===== src/rtl/bnc_pkg.sv =====
package bnc_pkg;

  localparam logic [6:0] BASS_LOW      = 7'd36;
  localparam logic [6:0] ALT_LIMIT     = 7'd24;
  localparam logic [6:0] STEP_LIMIT    = 7'd5;
  localparam logic [4:0] DEFAULT_FIFTH = 5'd7;

  localparam logic [1:0] PROF_ROOT   = 2'd0;
  localparam logic [1:0] PROF_FLOW   = 2'd1;
  localparam logic [1:0] PROF_BOUNCE = 2'd2;
  localparam logic [1:0] PROF_PEDAL  = 2'd3;

  localparam logic REG_FLOW   = 1'b0;
  localparam logic REG_BOUNCE = 1'b1;

  localparam logic [8:0] FLOW_RESET   = 9'd85;
  localparam logic [8:0] BOUNCE_RESET = 9'd169;

  typedef logic [3:0] pc_t;
  typedef logic [6:0] note_t;

  typedef struct packed {
    logic [8:0] flow_thr;
    logic [8:0] bounce_thr;
  } cfg_t;

  typedef struct packed {
    logic [3:0] chord_root;
    logic [2:0] tone_count;
    logic [4:0] first_offset;
    logic [4:0] third_offset;
    logic [4:0] fifth_offset;
    logic [7:0] motion_level;
    logic [2:0] profile_override;
    logic [3:0] tonal_center;
    logic [7:0] slot_index;
    logic       has_previous;
    logic [6:0] previous_bass;
  } item_t;

  typedef struct packed {
    logic [5:0] bass_pitch;
    logic [1:0] profile_used;
  } result_t;

  // Sums reach at most 46 (root 15 plus offset 31), so three folds suffice.
  function automatic pc_t fold12(input logic [5:0] s);
    logic [5:0] r;
    if (s >= 6'd36) begin
      r = s - 6'd36;
    end else if (s >= 6'd24) begin
      r = s - 6'd24;
    end else if (s >= 6'd12) begin
      r = s - 6'd12;
    end else begin
      r = s;
    end
    return r[3:0];
  endfunction

  function automatic note_t place_low(input logic [5:0] s);
    return BASS_LOW + {3'b000, fold12(s)};
  endfunction

  function automatic note_t dist_of(input note_t a, input note_t b);
    return (a > b) ? (a - b) : (b - a);
  endfunction

endpackage


===== src/rtl/bnc_pick.sv =====
module bnc_pick (
  input  bnc_pkg::item_t   item,
  input  bnc_pkg::cfg_t    cfg,
  output bnc_pkg::result_t result
);
  import bnc_pkg::*;

  logic [1:0] profile;
  logic       use0, use1, use2;
  logic [5:0] root6;
  note_t      p0r, p0, p1, p2;
  note_t      d0r, d0, d1, d2;
  note_t      best, bestd;
  note_t      alt, altd;
  logic       found;
  logic       repeat_hit;
  pc_t        root_pc;
  pc_t        best_pc;
  logic [4:0] fifth;
  note_t      bounce_note;
  note_t      flow_note;
  note_t      pitch;

  assign root6 = {2'b00, item.chord_root};
  assign use0  = (item.tone_count >= 3'd1);
  assign use1  = (item.tone_count >= 3'd2);
  assign use2  = (item.tone_count >= 3'd3);

  always_comb begin
    if (!item.profile_override[2]) begin
      profile = item.profile_override[1:0];
    end else if ({1'b0, item.motion_level} < cfg.flow_thr) begin
      profile = PROF_ROOT;
    end else if ({1'b0, item.motion_level} < cfg.bounce_thr) begin
      profile = PROF_FLOW;
    end else begin
      profile = PROF_BOUNCE;
    end
  end

  assign p0r = place_low(root6);
  assign p0  = place_low(root6 + {1'b0, item.first_offset});
  assign p1  = place_low(root6 + {1'b0, item.third_offset});
  assign p2  = place_low(root6 + {1'b0, item.fifth_offset});
  assign d0r = dist_of(p0r, item.previous_bass);
  assign d0  = dist_of(p0, item.previous_bass);
  assign d1  = dist_of(p1, item.previous_bass);
  assign d2  = dist_of(p2, item.previous_bass);

  // nearest tone, earlier one wins ties
  always_comb begin
    best  = p0r;
    bestd = d0r;
    if (use1 && (d1 < bestd)) begin
      best  = p1;
      bestd = d1;
    end
    if (use2 && (d2 < bestd)) begin
      best  = p2;
      bestd = d2;
    end
  end

  // nearest tone other than the previous note, closer than ALT_LIMIT
  always_comb begin
    alt   = '0;
    altd  = ALT_LIMIT;
    found = 1'b0;
    if (use0 && (p0 != item.previous_bass) && (d0 < altd)) begin
      alt   = p0;
      altd  = d0;
      found = 1'b1;
    end
    if (use1 && (p1 != item.previous_bass) && (d1 < altd)) begin
      alt   = p1;
      altd  = d1;
      found = 1'b1;
    end
    if (use2 && (p2 != item.previous_bass) && (d2 < altd)) begin
      alt   = p2;
      altd  = d2;
      found = 1'b1;
    end
  end

  // best sits in 36..47, so its pitch class is best - 36
  assign root_pc    = fold12(root6);
  assign best_pc    = 4'(best - BASS_LOW);
  assign repeat_hit = (best == item.previous_bass) && (best_pc != root_pc);

  always_comb begin
    if (!item.has_previous) begin
      flow_note = p0r;
    end else if (repeat_hit && found && (altd <= STEP_LIMIT)) begin
      flow_note = alt;
    end else begin
      flow_note = best;
    end
  end

  assign fifth       = use2 ? item.fifth_offset : DEFAULT_FIFTH;
  assign bounce_note = place_low(root6 + (item.slot_index[0] ? {1'b0, fifth} : 6'd0));

  always_comb begin
    unique case (profile)
      PROF_ROOT:   pitch = p0r;
      PROF_FLOW:   pitch = flow_note;
      PROF_BOUNCE: pitch = bounce_note;
      PROF_PEDAL:  pitch = place_low({2'b00, item.tonal_center});
      default:     pitch = p0r;
    endcase
  end

  assign result.bass_pitch   = pitch[5:0];
  assign result.profile_used = profile;

endmodule


===== src/rtl/bass_note_chooser.sv =====
// Bass note chooser: one chord request in, one bass pitch (36..47) and the profile
// used out, one request per clock unless stalled. The path: an input register,
// the pick logic, then the result register. While a result waits on m_tready the
// input register takes one more request and then s_tready drops, so throughput
// is one request per cycle whenever the output side takes results. Thresholds
// sit at byte address 0 (flow) and 4 (bounce), 9 bits each; write them only
// while the block is idle.
module bass_note_chooser (
  input  logic        clk,
  input  logic        rst,
  input  logic        s_tvalid,
  output logic        s_tready,
  // chord_root, tone_count, first_offset, third_offset, fifth_offset,
  // motion_level, tonal_center, slot_index, previous_bass, zero pad
  input  logic [55:0] s_tdata,
  // profile_override, has_previous
  input  logic [3:0]  s_tuser,
  output logic        m_tvalid,
  input  logic        m_tready,
  // bass_pitch, zero pad
  output logic [7:0]  m_tdata,
  // profile_used
  output logic [1:0]  m_tuser,
  input  logic        psel,
  input  logic        penable,
  input  logic        pwrite,
  input  logic [2:0]  paddr,
  input  logic [31:0] pwdata,
  output logic [31:0] prdata,
  output logic        pready
);
  import bnc_pkg::*;

  cfg_t    cfg;
  item_t   item_in;
  item_t   item_q;
  logic    in_valid;
  result_t res;
  result_t res_q;
  logic    out_valid;
  logic    advance;
  logic    cfg_wr;

  assign item_in.chord_root       = s_tdata[3:0];
  assign item_in.tone_count       = s_tdata[6:4];
  assign item_in.first_offset     = s_tdata[11:7];
  assign item_in.third_offset     = s_tdata[16:12];
  assign item_in.fifth_offset     = s_tdata[21:17];
  assign item_in.motion_level     = s_tdata[29:22];
  assign item_in.tonal_center     = s_tdata[33:30];
  assign item_in.slot_index       = s_tdata[41:34];
  assign item_in.previous_bass    = s_tdata[48:42];
  assign item_in.profile_override = s_tuser[2:0];
  assign item_in.has_previous     = s_tuser[3];

  assign advance  = !out_valid || m_tready;
  assign s_tready = !in_valid || advance;

  always_ff @(posedge clk) begin
    if (rst) begin
      in_valid  <= 1'b0;
      out_valid <= 1'b0;
    end else begin
      if (s_tready) begin
        in_valid <= s_tvalid;
      end
      if (advance) begin
        out_valid <= in_valid;
      end
    end
  end

  always_ff @(posedge clk) begin
    if (s_tready && s_tvalid) begin
      item_q <= item_in;
    end
    if (advance && in_valid) begin
      res_q <= res;
    end
  end

  bnc_pick u_pick (
    .item   (item_q),
    .cfg    (cfg),
    .result (res)
  );

  assign m_tvalid = out_valid;
  assign m_tdata  = {2'b00, res_q.bass_pitch};
  assign m_tuser  = res_q.profile_used;

  assign pready = 1'b1;
  assign cfg_wr = psel && penable && pwrite;

  always_ff @(posedge clk) begin
    if (rst) begin
      cfg.flow_thr   <= FLOW_RESET;
      cfg.bounce_thr <= BOUNCE_RESET;
    end else if (cfg_wr) begin
      unique case (paddr[2])
        REG_FLOW:   cfg.flow_thr   <= pwdata[8:0];
        REG_BOUNCE: cfg.bounce_thr <= pwdata[8:0];
        default:    cfg.flow_thr   <= cfg.flow_thr;
      endcase
    end
  end

  always_comb begin
    unique case (paddr[2])
      REG_FLOW:   prdata = {23'd0, cfg.flow_thr};
      REG_BOUNCE: prdata = {23'd0, cfg.bounce_thr};
      default:    prdata = '0;
    endcase
  end

endmodule


===== config.mk =====
export PLATFORM = sky130hd
export DESIGN_NAME = bass_note_chooser
export DESIGN_NICKNAME = d
export VERILOG_FILES = /design/src/rtl/bnc_pkg.sv /design/src/rtl/bnc_pick.sv /design/src/rtl/bass_note_chooser.sv
export SDC_FILE = /design/constraint.sdc
export NUM_CORES = 1
export LEC_CHECK = 0
export BUFFER_PORTS_ARGS = -buffer_cell sky130_fd_sc_hd__clkbuf_2
export CORE_MARGIN = 2
export CORE_UTILIZATION = 50
export CTS_CLUSTER_SIZE = 24
export DETAILED_ROUTE_END_ITERATION = 7
export HOLD_SLACK_MARGIN = 0.06
export PLACE_DENSITY = 0.78
export SLEW_MARGIN = 0
export SYNTH_ARGS = -nofsm -noshare
export SYNTH_HDL_FRONTEND = slang
export SYNTH_SLANG_ARGS = --single-unit

===== constraint.sdc =====
create_clock -name clk -period 11.3 [get_ports clk]
set_input_delay 1.695 -clock clk [delete_from_list [all_inputs] [get_ports clk]]
set_output_delay 1.695 -clock clk [all_outputs]
set_load 0.02 [all_outputs]

==> key figures, run 1 <==
Run status
  – Status: complete, no violations

Clock tree
  – Hold Buf Count CTS: 0
  – CTS Buffer Depth: 2
  – Clk slew on worst S/H paths: 0.06 ns
  – Clock sinks: 74
  – CTS Buf Count: 9
  – CTS HTree Levels: 3
  – Worst skew pair latency: 0.34 ns
  – Clock root buffer: clkbuf_16
  – Postcts setup bufs: 0
  – CTS tree: done

Pwr
  – VDD IR max: 0.134 mV
  – Sw frac: 0.471
  – Combinational share of power: 0.691
  – Total power: 2.03 mW
  – LEAKAGE: 4.16 nW
  – Power Internal: 1.08 mW
  – Clock share of power: 0.151
  – Seq pwr share: 0.158
  – Net Switching: 957 uW
  – Power Density: 220 nW/um^2

Final layout
  – Most common cell after layout, fill and taps aside: ha_1
  – Multi-input logic area: 5840 sq um
  – Design area: 9240 sq um
  – Register Area: 2020 sq um
  – Commonest non-fill, non-tap cells in the layout: 117 x ha_1, 82 x inv_1, 81 x clkbuf_2
  – Fillers: 1476
  – Nets: 1245
  – Area delta synth->final: 10.6%
  – Layout cell share with drive strength beyond 1: 0.140
  – Antenna diodes: 0

Critical path
  – Top cell by count, worst path: ha_1
  – Worst setup EP type: register
  – R2r startpoint: item_q[50]$_DFFE_PP_
  – Arrival time at the worst endpoint: 10.52 ns
  – CP max-delay cell: or4_1
  – Setup Crit Path Kind: register to register
  – CP Buf/Inv Count: 2
  – Flop-to-flop setup slack: 0.85 ns
  – Max FO, Critical Path: 20
  – Top delay family on crit path: compound AO/OA/AOI/OAI gates
  – CP peak stage delay: 0.53 ns
  – Worst Path Required: 11.37 ns
  – Setup crit start kind: register
  – Critical path origin: item_q[50]$_DFFE_PP_

Drt
  – Drt first pass iters: 5
  – Post-DR wirelength/cell: 16.6 um
  – Vias/cell: 5.77
  – Via count: 7145
  – DRC: 0
  – Routed Wire Length: 20600 um
  – Initial drt markers: 553
  – ANT nets after route: 0

Hold path
  – Worst Hold Class: register to register
  – Hold path startpoint: cfg[1]$_SDFFE_PP0P_

Timing
  – Achievable Freq: 95.7 MHz
  – Final Skew: 0.00282 ns
  – Min Tclk post-route: 10.45 ns
  – Crit share post-route: 0.925
  – Hold slack: 0.474 ns
  – Setup ws final: 0.848 ns
  – Setup TNS: 0 ns
  – Slew Viols, Final: 0
  – # setup viols final: 0
  – Worst Tran Pin Value: 1.12 ns
  – Slew HR: 0.254
  – Unrepaired setup endpoints after global routing: no
  – Final Hold Fails: 0

GRT
  – Largest net degree at the start of global routing: 47
  – GR Overflow Total: 0
  – Initial antenna violation count: 0
  – Vias in the first global route: 6936
  – Global-route wire length before repair: 33800 um
  – GRT Total Usage: 0.236

Logic synthesis
  – Largest family of logic cells by synthesized area: compound AO/OA/AOI/OAI gates
  – Post-Synth Adder-Cell Area: 0.204
  – XOR/XNOR Fraction of Synth Area: 0.0425
  – Multiplexer share of the synthesized area: 0.0491
  – Mapped Cells: 935
  – Syn Std Cell Area: 8360 sq um
  – Synth Area in Compound Gates: 0.242
  – Syn avg cell area: 8.94 sq um
  – Async SR Flop Fraction: 0
  – Synth Area in Simple Gates: 0.147
  – Post-synth EDFFs: 54
  – Ys flop type: edfxtp_1
  – Distinct cell type count after synthesis: 90
  – Flops & latches, synth: 74
  – Ys Warns: 0
  – Seq/Total Area, Yosys: 0.242

Floorplanning
  – Initial Util: 0.507
  – Core area: 16500 sq um
  – DIE HEIGHT: 133 um
  – Ports: 147
  – Die W: 133 um
  – Die Area: 17800 sq um
  – Standard-cell rows: 47

Place
  – Pre-CTS setup slack: 0.821 ns
  – Routability Congestion: 0.931
  – Dpl hpwl: 16500 um
  – DP Area: 8910 sq um
  – Buffers on Ports: 81

Job
  – Max cap viols: 0
[synth_stat cells, types with 5 or more instances]
cell type	number	share of area
a21oi_1	67	0.040
nand3b_1	7	0.0063
a2111oi_0	6	0.0063
nor2_1	61	0.027
o21ai_0	47	0.028
mux2i_1	29	0.035
xnor2_1	30	0.031
nand2b_1	9	0.0067
nand2_1	58	0.026
buf_4	27	0.024
mux2_2	8	0.011
and2_1	11	0.0082
ha_1	117	0.18
nand3_1	23	0.014
clkbuf_1	16	0.0072
o211ai_1	5	0.0045
or2_2	5	0.0037
o21bai_1	8	0.0072
a2111o_1	5	0.0067
o21a_1	13	0.012
a21o_1	34	0.031
fa_1	12	0.029
o31ai_1	7	0.0063
nor2b_1	20	0.015
xor2_1	8	0.0084
dfxtp_1	20	0.048
and3_1	9	0.0067
inv_1	82	0.037
a211oi_1	14	0.013
edfxtp_1	54	0.19
nor3_1	14	0.0084
a211o_1	12	0.013
[registers in the layout, summed over array words and instances (netlist names)]
name and flops:
cfg 18, in_valid 1, item_q 46, m_tdata 6
m_tuser 2, m_tvalid 1
[worst paths after layout]
kind	depth (start not counted)	end
worst max register to register	38	m_tdata[3]$_DFFE_PP_
worst max-delay path	38	m_tdata[3]$_DFFE_PP_
worst min register to register	2	cfg[1]$_SDFFE_PP0P_
worst min-delay path	2	cfg[1]$_SDFFE_PP0P_
[logic make-up after synthesis]
logic type | after synthesis
buffers and inverters | 132
adders and majority gates | 129
and+or+nand+nor | 241
DFF | 74
AOI/OAI and AO/OA | 279
muxes | 39
other | 2
xor gates and xnor gates | 39
[tightest hold or removal path, stage by stage (launching register included)]
cell and delay (ns):
dfxtp_1 0.32, nand2_1 0.06, a21oi_1 0.05
[cell type report]
cell class	count	share of cell area
clock buffers	12	0.0290
clock inverters	4	0.00609
inverters	83	0.0337
multi-input cells	756	0.631
flip-flops and latches	74	0.219
well taps	220	0.0298
repair buffers	90	0.0512
[per-layer routing]
| layer | vias up | global-route usage | routed length, um | share of wire |
|---|---|---|---|---|
| met3 | 45 | 0.0441 | 1340 | 0.065 |
| met4 | 0 | 0.0833 | 619 | 0.030 |
| met1 | 3310 | 0.293 | 8870 | 0.43 |
| met2 | 256 | 0.408 | 9740 | 0.47 |
| li1 | 3534 | - | - | - |
| met5 | - | 0 | 0 | 0 |
[metrics by stage]
stage / std cells / utilization
floorplan: 962 / -
global placement: 1223 / 0.541
detailed placement: 1223 / 0.541
CTS: 1239 / 0.561
global route: 1239 / 0.561
finish: 1239 / 0.561
[power by group through the flow]
| stage | clock, mW | sequential (mW) | combinational (mW) |
|---|---|---|---|
| after floorplan | 0 | 0.327 | 1.10 |
| after global placement | 0 | 0.327 | 1.34 |
| after detailed placement | 0 | 0.327 | 1.37 |
| after CTS | 0.314 | 0.321 | 1.38 |
| after global routing | 0.323 | 0.323 | 1.56 |
| final | 0.307 | 0.321 | 1.40 |
[repair_timing]
item | CTS | global route
endpoints found under the hold margin | 0 | 0
setup endpoints to repair | 0 | 3
resized for setup | 0 | 2
Note: power is estimated with default switching activity, not from simulation.
==> inputs of run 2 (changes only) <==
- CORE_UTILIZATION: 50 -> 58
- CTS_CLUSTER_SIZE: 24 -> not set
- GPL_TIMING_DRIVEN: not set -> 0
- PLACE_DENSITY: 0.78 -> 0.87
==> run 2 against run 1 <==
  * Core utilization rose by 11 points
  * Sequential share of layout area fell by 0.49 points
  * Clock skew rose by 0.0029 ns
  * Wire length increased by 4.3%
  * Total power is 0.42% higher
  * Setup slack worse by 0.45 ns
  * Fmax is 4.1% lower
  * Critical path depth is 2 higher
  * Clock-buffer cell count rose by 3
  * Clock power fell by 16%
  * Via count rose by 5.7%
  * Non-clock buffer count up 43
==> key figures, run 2 (synthesis gave the netlist of run 1 again) <==
Final layout
  – Nets: 1288 (+3.5%)
  – Antenna diodes: 0 (unchanged)
  – Post-Layout Cell Count: 1242 (+0.24%)
  – Layout cell share with drive strength beyond 1: 0.164 (+0.0235)
  – Area delta synth->final: 13.1%
  – Design area: 9450 sq um (+2.3%)
  – Most flops, register: item_q
  – Fillers: 1078 (-27%)
  – Most common cell after layout, fill and taps aside: ha_1
  – Largest register FFs: 46 (unchanged)
  – Commonest non-fill, non-tap cells in the layout: 116 x ha_1, 82 x inv_1, 80 x clkbuf_2

Place
  – Routability Congestion: 0.949 (+1.9%)
  – Dpl hpwl: 16700 um (+1.7%)
  – Buffers on Ports: 79 (-2.5%)
  – Pre-CTS setup slack: -0.324 ns (-1.15 ns)
  – Placed insts: 1222 (-0.082%)
  – DP Area: 9100 sq um (+2.1%)

Floorplanning
  – Die Area: 15400 sq um (-13%)
  – Standard-cell rows: 43 (-8.5%)
  – Die W: 124 um (-6.9%)
  – Initial Util: 0.597 (+0.0899)
  – Ports: 147 (unchanged)
  – DIE HEIGHT: 124 um (-6.9%)
  – Core area: 14000 sq um (-15%)

Hold path
  – Worst Hold Class: register to register
  – Hold path startpoint: cfg[2]$_SDFFE_PP0P_
  – Hold EP: cfg[2]$_SDFFE_PP0P_
  – Hold path cells: 2 (unchanged)

Critical path
  – Worst setup EP type: register
  – Flop-to-flop setup slack: 0.40 ns (-0.45 ns)
  – Top cell by count, worst path: ha_1
  – Worst Path Required: 11.46 ns (+0.09 ns)
  – CP peak stage delay: 0.52 ns (about the same)
  – Max FO, Critical Path: 10 (-50%)
  – Setup Crit Path Kind: register to register
  – Reg2reg path depth: 40 (+5.3%)
  – R2R Path End: m_tdata[4]$_DFFE_PP_
  – Top delay family on crit path: compound AO/OA/AOI/OAI gates
  – Setup crit start kind: register
  – CP max-delay cell: or4_1
  – CP Buf/Inv Count: 5 (+3)
  – R2r startpoint: item_q[49]$_DFFE_PP_
  – Arrival time at the worst endpoint: 11.06 ns (+0.54 ns)

Timing
  – Final Skew: 0.00573 ns (+0.00291 ns)
  – Crit share post-route: 0.965 (+0.0396)
  – # setup viols final: 0 (unchanged)
  – Min Tclk post-route: 10.90 ns (+0.448 ns)
  – Slew Viols, Final: 0 (unchanged)
  – Achievable Freq: 91.7 MHz (-4.1%)
  – Final Hold Fails: 0 (unchanged)
  – Slew HR: 0.369 (+0.115)
  – Worst Tran Pin Value: 0.947 ns (-0.169 ns)
  – Setup ws final: 0.400 ns (-0.448 ns)

Clock tree
  – CTS HTree Levels: 3 (unchanged)
  – Hold Buf Count CTS: 0 (unchanged)
  – CTS Buffer Depth: 2 (unchanged)
  – CTS Buf Count: 9 (unchanged)
  – CTS tree: done
  – Clock sinks: 74 (unchanged)
  – Clk slew on worst S/H paths: 0.06 ns (about the same)
  – Worst skew pair latency: 0.34 ns (about the same)
  – Clock root buffer: clkbuf_16

Drt
  – ANT nets after route: 0 (unchanged)
  – DRC: 0 (unchanged)
  – Initial drt markers: 621 (+12%)
  – Routed Wire Length: 21500 um (+4.3%)
  – Post-DR wirelength/cell: 17.3 um (+4.0%)
  – Via count: 7554 (+5.7%)
  – Drt first pass iters: 5 (unchanged)
  – Vias/cell: 6.08 (+5.5%)

Pwr
  – Power Density: 216 nW/um^2 (-1.8%)
  – VDD IR max: 0.137 mV (+2.3%)
  – LEAKAGE: 4.32 nW (+3.8%)

GRT
  – GR Overflow Total: 0 (unchanged)
  – Global-route wire length before repair: 34400 um (+1.9%)
  – Largest net degree at the start of global routing: 32 (-32%)
  – Initial antenna violation count: 0 (unchanged)
  – GRT Total Usage: 0.287 (+0.0519)
  – Vias in the first global route: 7123 (+2.7%)

Run status
  – Status: complete, no violations

Job
  – Max cap viols: 0 (unchanged)
-- run 2: cell types whose count changed in the layout (fill, tap and decap cells not counted), moves of 2 or more --
cell,previous run,this run
buf_2,0,4
buf_4,9,32
clkbuf_1,1,18
inv_6,2,0
xnor2_1,29,27
xnor2_2,1,3
-- run 2: metrics by stage --
stage | hold slack (ns) | setup TNS [ns] | utilization | total power [mW]
2_1_floorplan | 0.446 | 0 | - | 1.43
3_3_place_gp | 0.462 | -0.980 | 0.649 | 1.69
3_5_place_dp | 0.475 | -1.10 | 0.650 | 1.72
4_1_cts | 0.483 | 0 | 0.670 | 1.99
5_1_grt | 0.504 | -0.0801 | 0.676 | 2.20
6_report | 0.477 | 0 | 0.676 | 2.04
-- run 2: area by class of cell --
| class | instances | area, sq um | area share |
|---|---|---|---|
| multi-input cells | 756 | 5880 | 0.622 |
| plain buffers | 48 | 299 | 0.0316 |
| repair buffers | 85 | 453 | 0.0479 |
| clock inverters | 1 | 5.00 | 0.000529 |
| well taps | 180 | 225 | 0.0238 |
| inverters | 83 | 312 | 0.0330 |
| clock buffers | 15 | 258 | 0.0273 |
| flip-flops and latches | 74 | 2020 | 0.214 |
-- run 2: tightest hold or removal path, delay by kind of cell (launching register included) --
family | cells | cell delay [ns]
AOI/OAI and AO/OA | 1 | 0.05
and+or+nand+nor | 1 | 0.06
DFF | 1 | 0.32
-- run 2: per-layer routing --
layer  global-route usage  share of wire  vias to the layer above
met5                    0              0                        -
met4                0.133          0.041                        0
met3               0.0476          0.070                       75
met2                0.485           0.47                      349
met1                0.360           0.42                     3509
li1                     -              -                     3621
-- run 2: how the worst max path moves through the flow --
| stage | from | endpoint | slack, ns | depth (start not counted) |
|---|---|---|---|---|
| 5_1_grt | item_q[49]$_DFFE_PP_ | m_tdata[4]$_DFFE_PP_ | -0.08 | 41 |
| 3_5_place_dp | item_q[50]$_DFFE_PP_ | m_tdata[3]$_DFFE_PP_ | -0.32 | 39 |
| 4_1_cts | item_q[49]$_DFFE_PP_ | m_tdata[3]$_DFFE_PP_ | 0.02 | 40 |
| 6_report | item_q[49]$_DFFE_PP_ | m_tdata[4]$_DFFE_PP_ | 0.40 | 40 |
| 3_3_place_gp | item_q[50]$_DFFE_PP_ | m_tdata[3]$_DFFE_PP_ | -0.31 | 39 |
| 2_1_floorplan | item_q[50]$_DFFE_PP_ | m_tdata[3]$_DFFE_PP_ | 1.39 | 39 |
-- run 2: repair_timing --
item | 4_1_cts | 5_1_grt
setup buffers | 1 | 4
pin swaps | 0 | 1
resized for setup | 3 | 12
gates cloned | 0 | 0
setup endpoints to repair | 5 | 5
-- run 2: power by group --
| group | switching [mW] | internal, mW |
|---|---|---|
| combinational | 0.862 | 0.599 |
| clock | 0.104 | 0.155 |
| sequential | 0.0127 | 0.310 |
| total | 0.979 | 1.06 |
==> inputs of run 3 (changes only) <==
- CORE_UTILIZATION: 58 -> 40
- PLACE_DENSITY: 0.87 -> 0.65
==> run 3 against run 2 <==
  * Register-to-register slack worse by 0.03 ns
  * Global-route usage down 9.0 points
  * Combinational power up 4%
  * Final area up 2.3%
  * Sequential power about the same
  * Highest routed layer unchanged
==> key figures, run 3 (synthesis gave the netlist of run 1 again) <==
Run status
  – Status: complete, no violations

Place
  – Dpl hpwl: 17800 um (+6.3%)
  – Buffers on Ports: 79 (unchanged)
  – Routability Congestion: 0.941 (-0.78%)
  – Pre-CTS setup slack: -0.741 ns (-0.416 ns)
  – DP Area: 9210 sq um (+1.2%)

Critical path
  – Worst setup EP type: register
  – Top delay family on crit path: compound AO/OA/AOI/OAI gates
  – Setup Crit Path Kind: register to register
  – R2r startpoint: item_q[50]$_DFFE_PP_
  – CP Buf/Inv Count: 4 (-1)
  – Worst path depth: 40 (unchanged)
  – Critical path origin: item_q[50]$_DFFE_PP_
  – CP max-delay cell: or4_1
  – Max FO, Critical Path: 10 (unchanged)
  – Reg2reg path depth: 40 (unchanged)
  – Setup crit end: m_tdata[4]$_DFFE_PP_
  – Top cell by count, worst path: ha_1
  – Flop-to-flop setup slack: 0.37 ns (-0.03 ns)
  – Arrival time at the worst endpoint: 11.08 ns (+0.02 ns)
  – Setup crit start kind: register
  – Worst Path Required: 11.46 ns (about the same)
  – CP peak stage delay: 0.58 ns (+0.06 ns)
  – R2R Path End: m_tdata[4]$_DFFE_PP_

Timing
  – Final Skew: 0.0113 ns (+0.00556 ns)
  – Worst Tran Pin Value: 0.871 ns (-0.0761 ns)
  – Crit share post-route: 0.967 (+0.00239)
  – # setup viols final: 0 (unchanged)
  – Min Tclk post-route: 10.93 ns (+0.0270 ns)
  – Setup ws final: 0.373 ns (-0.0270 ns)
  – Final Hold Fails: 0 (unchanged)
  – Achievable Freq: 91.5 MHz (-0.25%)
  – Slew HR: 0.418 (+0.0495)
  – Slew Viols, Final: 0 (unchanged)

Drt
  – Vias/cell: 5.41 (-11%)
  – DRC: 0 (unchanged)
  – Drt first pass iters: 5 (unchanged)
  – Routed Wire Length: 22100 um (+3.0%)
  – ANT nets after route: 0 (unchanged)
  – Post-DR wirelength/cell: 16.5 um (-4.3%)
  – Initial drt markers: 517 (-17%)
  – Via count: 7234 (-4.2%)

GRT
  – Vias in the first global route: 6813 (-4.4%)
  – GR Overflow Total: 0 (unchanged)
  – Global-route wire length before repair: 35000 um (+1.8%)
  – GRT Total Usage: 0.198 (-0.0896)
  – Initial antenna violation count: 0 (unchanged)
  – Largest net degree at the start of global routing: 39 (+22%)

Final layout
  – Layout cell share with drive strength beyond 1: 0.177 (+0.0133)
  – Area delta synth->final: 15.7%
  – Fillers: 1974 (+83%)
  – Most flops, register: item_q
  – Commonest non-fill, non-tap cells in the layout: 115 x ha_1, 82 x inv_1, 79 x clkbuf_2
  – Most common cell after layout, fill and taps aside: ha_1
  – Fin util: 0.475 (-0.201)
  – Antenna diodes: 0 (unchanged)
  – Design area: 9670 sq um (+2.3%)
  – Largest register FFs: 46 (unchanged)
  – Nets: 1293 (+0.39%)

Job
  – Max cap viols: 0 (unchanged)

Clock tree
  – Worst skew pair latency: 0.34 ns (about the same)
  – Clock root buffer: clkbuf_16
  – CTS Buffer Depth: 2 (unchanged)
  – Clk slew on worst S/H paths: 0.07 ns (about the same)
  – CTS HTree Levels: 3 (unchanged)
  – Clock sinks: 74 (unchanged)
  – CTS tree: done
  – CTS Buf Count: 9 (unchanged)

Floorplanning
  – Die W: 149 um (+20%)
  – Die Area: 22100 sq um (+43%)
  – Initial Util: 0.410 (-0.187)
  – Standard-cell rows: 52 (+21%)
  – DIE HEIGHT: 149 um (+20%)
  – Ports: 147 (unchanged)
  – Core area: 20400 sq um (+46%)

Pwr
  – Power Density: 219 nW/um^2 (+1.3%)
  – VDD IR max: 0.0977 mV (-29%)
  – LEAKAGE: 4.35 nW (+0.78%)

Hold path
  – Worst Hold Class: register to register
[run 3: changes by cell type in the layout (fill, tap and decap cells not counted), moves of 2 or more]
cell and change:
mux2i_2 +2, inv_6 +2, clkbuf_1 -5, buf_4 +5, clkinv_4 +2, mux2i_1 -2
[run 3: worst min path at each step]
stage | slack (ns) | cells after the start | endpoint | startpoint
after floorplan | 0.45 | 2 | cfg[8]$_SDFFE_PP0P_ | cfg[8]$_SDFFE_PP0P_
after global placement | 0.46 | 2 | cfg[8]$_SDFFE_PP0P_ | cfg[8]$_SDFFE_PP0P_
after detailed placement | 0.47 | 2 | cfg[4]$_SDFFE_PP0P_ | cfg[4]$_SDFFE_PP0P_
after CTS | 0.48 | 2 | cfg[6]$_SDFFE_PP0P_ | cfg[6]$_SDFFE_PP0P_
after global routing | 0.51 | 2 | cfg[6]$_SDFFE_PP0P_ | cfg[6]$_SDFFE_PP0P_
final | 0.48 | 2 | cfg[6]$_SDFFE_PP0P_ | cfg[6]$_SDFFE_PP0P_
[run 3: layout make-up]
| cell class | instances | area (sq um) | share of cell area |
|---|---|---|---|
| buffer | 48 | 299 | 0.0309 |
| clock buffer | 10 | 239 | 0.0247 |
| clock inverter | 6 | 47.5 | 0.00492 |
| inverter | 83 | 312 | 0.0322 |
| multi-input combinational | 756 | 5920 | 0.612 |
| sequential | 74 | 2020 | 0.209 |
| tap | 270 | 338 | 0.0349 |
| timing repair buffer | 90 | 490 | 0.0507 |
[run 3: metal layers]
layer,GRT usage,vias to the layer above,part of all wire
li1,-,3622,-
met1,0.266,3353,0.45
met2,0.335,237,0.48
met3,0.0264,22,0.055
met4,0.0529,0,0.013
met5,0,-,0
[run 3: worst reg2reg max path: cells and delay by family, from the launching register on]
| family | cells | cell delay [ns] |
|---|---|---|
| buffers and inverters | 4 | 0.95 |
| adders and majority gates | 6 | 1.92 |
| DFF | 1 | 0.49 |
| xor gates and xnor gates | 3 | 0.57 |
| and+or+nand+nor | 6 | 1.58 |
| AOI/OAI and AO/OA | 19 | 4.56 |
| muxes | 2 | 0.65 |
[run 3: through the flow]
stage | TNS, ns | std cells | power (mW) | hold WS, ns
CTS | 0 | 1330 | 2.05 | 0.477
floorplan | 0 | 962 | 1.43 | 0.446
global placement | -2.51 | 1311 | 1.73 | 0.464
finish | 0 | 1337 | 2.12 | 0.475
global route | -0.0827 | 1337 | 2.29 | 0.511
detailed placement | -3.00 | 1312 | 1.75 | 0.467
[run 3: timing repair]
| action | 4_1_cts | 5_1_grt |
|---|---|---|
| gates resized for setup | 5 | 18 |
| pin swaps | 0 | 2 |
| hold buffers | 0 | 0 |
| setup buffers | 2 | 8 |
| endpoints found under the setup margin | 5 | 5 |
[run 3: where the power goes]
group	internal, mW	switching (mW)
Sequential	0.309	0.0129
Clock	0.157	0.121
Combinational	0.614	0.902
Total	1.08	1.04
